[src/hw/rtl/bubble_sort_array_engine_unit_macros.svh]
`ifndef BUBBLE_SORT_ARRAY_ENGINE_UNIT_MACROS_SVH
`define BUBBLE_SORT_ARRAY_ENGINE_UNIT_MACROS_SVH

// Implication checked on every clock edge, quiet during reset.
`define BSAE_ASSERT(lbl, prop, msg) \
  lbl: assert property (@(posedge clk_i) disable iff (!rst_ni) prop) else $error(msg);

// Plain state invariant, quiet during reset.
`define BSAE_INVARIANT(lbl, expr, msg) \
  lbl: assert property (@(posedge clk_i) disable iff (!rst_ni) (expr)) else $error(msg);

`endif

[src/hw/rtl/bsae_pkg.sv]
package bsae_pkg;

  localparam int unsigned DATA_W = 32;
  localparam int unsigned POS_W  = 6;

  localparam logic [1:0] OP_LOAD    = 2'd0;
  localparam logic [1:0] OP_DISPLAY = 2'd1;
  localparam logic [1:0] OP_SORT    = 2'd2;
  localparam logic [1:0] OP_DELETE  = 2'd3;

  localparam logic [1:0] STAT_OK     = 2'd0;
  localparam logic [1:0] STAT_BADPOS = 2'd1;
  localparam logic [1:0] STAT_FULL   = 2'd2;
  localparam logic [1:0] STAT_EMPTY  = 2'd3;

  typedef enum logic [2:0] {
    CELL_HOLD,
    CELL_LOAD,
    CELL_ROT,
    CELL_SORT,
    CELL_DEL
  } cell_cmd_e;

  typedef struct packed {
    cell_cmd_e        cmd;
    logic [POS_W-1:0] pos;
    logic             parity;
  } cell_ctrl_t;

endpackage

[src/hw/rtl/bsae_cell.sv]
module bsae_cell import bsae_pkg::*; #(
  parameter int unsigned IDX   = 0,
  parameter int unsigned CNT_W = 7
) (
  input  logic                     clk_i,
  input  cell_ctrl_t               ctrl_i,
  input  logic [CNT_W-1:0]         count_i,
  input  logic signed [DATA_W-1:0] load_i,
  input  logic signed [DATA_W-1:0] left_i,
  input  logic signed [DATA_W-1:0] right_i,
  output logic signed [DATA_W-1:0] val_o
);

  localparam logic [CNT_W-1:0] IDX_C = CNT_W'(IDX);
  localparam logic [CNT_W-1:0] IDX_N = CNT_W'(IDX + 1);
  localparam logic [POS_W-1:0] IDX_P = POS_W'(IDX);

  logic signed [DATA_W-1:0] val_q, val_d;
  logic                     pair_right, pair_left;

  // pair_right: this cell is the lower half of a compare pair in this phase
  assign pair_right = (IDX_C[0] == ctrl_i.parity) && (IDX_N < count_i);
  assign pair_left  = (IDX != 0) && (IDX_C[0] != ctrl_i.parity) && (IDX_C < count_i);

  always_comb begin
    val_d = val_q;
    case (ctrl_i.cmd)
      CELL_LOAD: begin
        if (IDX_C == count_i) val_d = load_i;
      end
      CELL_ROT: val_d = right_i;
      CELL_SORT: begin
        // keep the smaller on the left, the larger on the right
        if (pair_right && (val_q > right_i)) val_d = right_i;
        else if (pair_left && (left_i > val_q)) val_d = left_i;
      end
      CELL_DEL: begin
        if ((IDX_P >= ctrl_i.pos) && (IDX_N < count_i)) val_d = right_i;
      end
      default: val_d = val_q;
    endcase
  end

  always_ff @(posedge clk_i) begin
    val_q <= val_d;
  end

  assign val_o = val_q;

endmodule

[config.mk]
export PLATFORM = sky130hd
export DESIGN_NAME = bsae_cell
export DESIGN_NICKNAME = d
export VERILOG_FILES = /design/src/hw/rtl/bubble_sort_array_engine_unit_macros.svh /design/src/hw/rtl/bsae_pkg.sv /design/src/hw/rtl/bsae_cell.sv
export SDC_FILE = /design/constraint.sdc
export NUM_CORES = 1
export LEC_CHECK = 0
export BUFFER_PORTS_ARGS = -buffer_cell sky130_fd_sc_hd__clkbuf_2
export CORE_MARGIN = 5
export CORE_UTILIZATION = 35
export DETAILED_ROUTE_END_ITERATION = 8
export PLACE_DENSITY = 0.74
export REMOVE_ABC_BUFFERS = 1
export SYNTH_ARGS = -nofsm -noshare
export SYNTH_HDL_FRONTEND = slang
export SYNTH_SLANG_ARGS = --single-unit
[constraint.sdc]
create_clock -name clk_i -period 4.5 [get_ports clk_i]
set_clock_uncertainty 0.05 [all_clocks]
set_input_delay 0.225 -clock clk_i [delete_from_list [all_inputs] [get_ports clk_i]]
set_output_delay 0.225 -clock clk_i [all_outputs]
set_load 0.01 [all_outputs]
Word-level counts from Yosys, hierarchy flattened
Cells that the tools add are included.
{"block": "classes", "magnitude_cmp": 3, "mux": 4, "eq_ne": 7, "n_bitwise": 1, "reduce_logical": 6}
{"operator": "case mux 32 bit (4 select lines)", "n": 1}
{"operator": "2-to-1 mux 32 bit", "n": 3}
{"operator": "> comparator 32 bit", "n": 1}
{"operator": "logical NOT 7 bit", "n": 1}
{"operator": "< comparator 1 x 7 -> 1 bit, first input constant", "n": 1}
{"operator": "== test 3 x 2 -> 1 bit, second input constant", "n": 2}
{"operator": ">= comparator 1 x 6 -> 1 bit, first input constant", "n": 1}
{"operator": "!= test 2 bit, second input constant", "n": 3}
{"operator": "AND reduction 4 bit", "n": 1}
{"operator": "nonzero test 4 bit", "n": 1}
{"operator": "== test 3 x 1 -> 1 bit, second input constant", "n": 1}
{"operator": "== test 3 bit, second input constant", "n": 1}
{"operator": "logical AND 1 bit", "n": 3}
{"operator": "inverter 1 bit", "n": 1}
{"block": "word_totals", "in_bits": 114, "out_inout_bits": 32, "word_cells": 22, "reg_bits": 32}

Depth between registers and ports, before layout
{"block": "depth", "word_depth": 5, "ltp_mapped": 8, "ltp_nobuf": 8}

Worst setup path after synthesis
OpenSTA, ideal clock, no wires.
{"block": "synth_timing", "path_type": "reg2reg", "from": "register val_q[14] (netlist: val_o[14])", "to": "register val_q[0] (netlist: val_o[0]), enable pin", "required_time_ns": 4.034, "path_buffers": 0, "arrival_ns": 3.080, "path_slack_ns": 0.954, "setup_ns": 0.416, "synth_period_minus_slack_ns": 3.546, "stages_incl_launch_ff": 8, "path_cell_list": "edfxtp_1 ha_1 a21oi_2 nand2_1 a221o_1 o31a_1 o21a_1 nor3_2"}
{"block": "synth_via", "elab_chain_len": 4}
{"item": "start, declared", "line_no": "bsae_cell.sv:18", "rtl": "logic signed [DATA_W-1:0] val_q, val_d;"}
{"item": "start signal, assigned", "line_no": "bsae_cell.sv:45", "rtl": "val_q <= val_d;"}
{"item": "> comparator 32 bit", "line_no": "bsae_cell.sv:34", "rtl": "if (pair_right && (val_q > right_i)) val_d = right_i;"}
{"item": "logical AND 1 bit", "line_no": "bsae_cell.sv:34"}
{"item": "!= test 2 bit (no line)"}
{"item": "AND reduction 4 bit (no line)"}
No other way between the ends.
A chain may end at the register's enable or synchronous reset.

Final worst setup path
{"block": "layout_timing", "from": "register val_q[31] (netlist: val_o[31])", "to": "register val_q[6] (netlist: val_o[6]), enable pin"}
Same word-level chain as after synthesis.

==> key figures <==
Setup path
  • Req. time, crit path: 4.43 ns
  • CP Buf/Inv Count: 1
  • Crit end category: register
  • Worst path slowest cell: nor3_4
  • CP delay by family, top: simple AND/OR/NAND/NOR gates
  • Critical Path Start Type: register
  • FF-to-FF Start: val_o[31]
  • WS Path Type: reg2reg
  • WP data arrival: 3.11 ns
  • Critical Path Fanout Max: 17
  • CP max stage delay: 0.69 ns
  • CP startpoint: val_o[31]
  • Cells along the critical path: ha_1 > and4_1 > nand4_1 > nor4_2 > o31a_1 > nor3_1 > nor3_4 > buf_12

Detailed routing
  • Met3 WL: about 470 um
  • 1st-pass router iterations: 4
  • Max layer used: met4
  • Met2 wire len: around 2.7 mm
  • Initial DRC count: 66
  • Final ANT Viol Nets: 0
  • DR vias: 2008
  • DRT Wirelength: 5.67 mm
  • Met1 WL: 2.46 mm
  • Final routed DRC violation total: 0
  • Drt wl/cell: 13.5 um
  • Vias/cell: around 4.8

Pwr
  • Combinational group share of total power: a little under a quarter
  • Power Density: 254 nW/um^2
  • Leakage: 1.52 nW
  • Clock share of power: 28.4%
  • Int Pwr: ~0.00054 W
  • Worst IR drop on VDD: about 110 uV
  • Total power: 0.000749 W
  • P_sw: 0.000209 W
  • Flop pwr share: 48.4%
  • Switching share of total power: 27.9%

Placed design
  • Pre-CTS setup slack: ~1.2 ns
  • Placer congestion estimate: 0.732
  • DP HPWL: 4.72 mm
  • Buffers on Ports: 113

Finish
  • Antenna diodes: 0
  • P&R area growth vs syn: 34.9%
  • Fin nets: 490
  • Core Util, Final: about half
  • Most frequent cells in the layout: clkbuf_2, nand2_1, inv_1, o21ai_0
  • Share of cells above drive strength 1: ~37%
  • Commonest non-fill, non-tap cell in the layout: clkbuf_2
  • Number of flip-flops in the largest register: 32
  • Filler instances: 574

Timing
  • Final period util: 70.6%
  • Final slew viol count: 0
  • TNS Setup: 0 ns
  • Slew @ Worst Pin: between 0.8 and 0.9 ns
  • # setup viols final: 0
  • Post-route minimum period: 3.18 ns
  • RSZ-0062 raised after global routing: no
  • Final Hold Vio Count: 0
  • Slew headroom: 44.2%
  • Min Hold Slack: 0.169 ns
  • Final worst slack: 1.32 ns
  • Max Fclk: 315 MHz

Clock network
  • Longest Clk Path Bufs: 2
  • Clock Tree Root: clkbuf_8
  • PostCTS Resize Cnt: 0
  • Worst-Skew Late Latency: 0.28 ns
  • TritonCTS clock tree: built
  • Hold-fix buffers, CTS: 0
  • CTS sink count: 32
  • Total CTS buffers: 5
  • Clock transition at the registers of the reported paths: ~0.070 ns
  • Setup bufs post-CTS: 0
  • H-tree depth: 2

Yosys
  • Register area share after synthesis: roughly 44%
  • Top cells by area, synth: edfxtp_1, ha_1, o21ai_0
  • Post-synth EDFFs: 32
  • Ys Warns: 0
  • Post-Synth XOR/XNOR Area: 0%
  • Largest family of logic cells by synthesized area: adder cells
  • Ys flop type: edfxtp_1
  • Synth Area in Simple Gates: 14.0%
  • Post-synth top area cell: edfxtp_1
  • Share of the synthesized area in the top cell type: 44.0%
  • Post-synth ARST share: 0%
  • Synth Cell Area: 2180 um^2
  • Seq cells post-synth: 32
  • Syn Area/Cell: 9.58 um^2
  • Adder-Cell Fraction of Synth Area: 18.3%
  • Synth unique cells: 33
  • Post-synthesis mux area share: 0.516%
  • Syn Inst Count: 228
  • Synth Area in Compound Gates: about 16%

Global routing
  • Antenna violations before repair: 0
  • First-pass GRT wire length: 8.87 mm
  • Largest net degree at the start of global routing: 37
  • Number of global-route vias before repair: roughly 2.0k
  • GRT Util Overall: 14.5%
  • Grt ovf: 0

Floorplan
  • Initial core utilization: 36.4%
  • Die height: roughly 89 um
  • Row count: 28
  • Chip Width: 89.0 um
  • Io pins: between 100 and 150
  • Die area: around 7900 um^2
  • Core area: 5990 um^2

Worst hold path
  • Worst Hold Class: in2reg
  • Min-Delay Startpoint: load_i[26]

Run status
  • Status: finished, final reports clean

Flow run
  • # Max-Cap Violations: 0
logic make-up (layout without fill, tap and decap cells):
kind of cell | Yosys count | after routing
AND/OR/NAND/NOR | 63 | 63
multiplexers | 1 | 1
adder cells (fa/ha/maj) | 32 | 32
AO/OA/AOI/OAI | 60 | 60
flip-flops | 32 | 32
buffers and inverters | 40 | 157
cell type report:
type,instances,area [um^2],area share (%)
Inverter,34,128,4.33
Clock buffer,7,76.3,2.59
Timing Repair Buffer,115,593,20.1
Tap cell,75,93.8,3.19
Multi-Input combinational cell,156,1090,37.0
Clock inverter,1,3.75,0.127
Sequential cell,32,961,32.6
stage by stage:
stage | std cells | instance area (um^2)
global placement | 412 | 2870
global route | 420 | 2950
CTS | 420 | 2950
detailed placement | 412 | 2870
finish | 420 | 2950
floorplan | 222 | 2160
synth_stat cells, types with 2 or more instances:
master,count
nand2_1,38
inv_1,34
o21ai_0,34
edfxtp_1,32
ha_1,32
a21oi_1,9
clkbuf_1,6
nand3_1,5
a21o_1,4
nand4_1,4
nor2_1,3
a221o_1,2
and4_1,2
nor2b_1,2
nor3_1,2
nor3_2,2
power groups by stage:
stage	sequential [W]	combinational, W	clock (W)
6_report	0.000362	0.000175	0.000213
5_1_grt	0.000364	0.000201	0.000234
4_1_cts	0.000363	0.000178	0.000222
3_5_place_dp	0.000369	0.000177	0
3_3_place_gp	0.000368	0.000171	0
2_1_floorplan	0.000376	0.0000868	0
worst min-delay path, cell delays in order:
cell      delay, ns
clkbuf_2       0.07
nand2_1        0.03
o21ai_0        0.05
worst paths after layout:
kind	to	slack (ns)	depth (start not counted)
hold reg to reg	val_o[14]	1.09	5
setup / recovery	val_o[6]	1.32	8
setup reg to reg	val_o[6]	1.32	8
hold / removal	val_o[26]	0.17	3
routing by layer:
layer  vias to the layer above  global-route usage [%]
li1                       1050                       -
met1                       885                    18.1
met2                        71                    24.4
met3                         2                    4.98
met4                         0                    3.25
met5                         -                       0
Power figures use the tool's default switching activity.
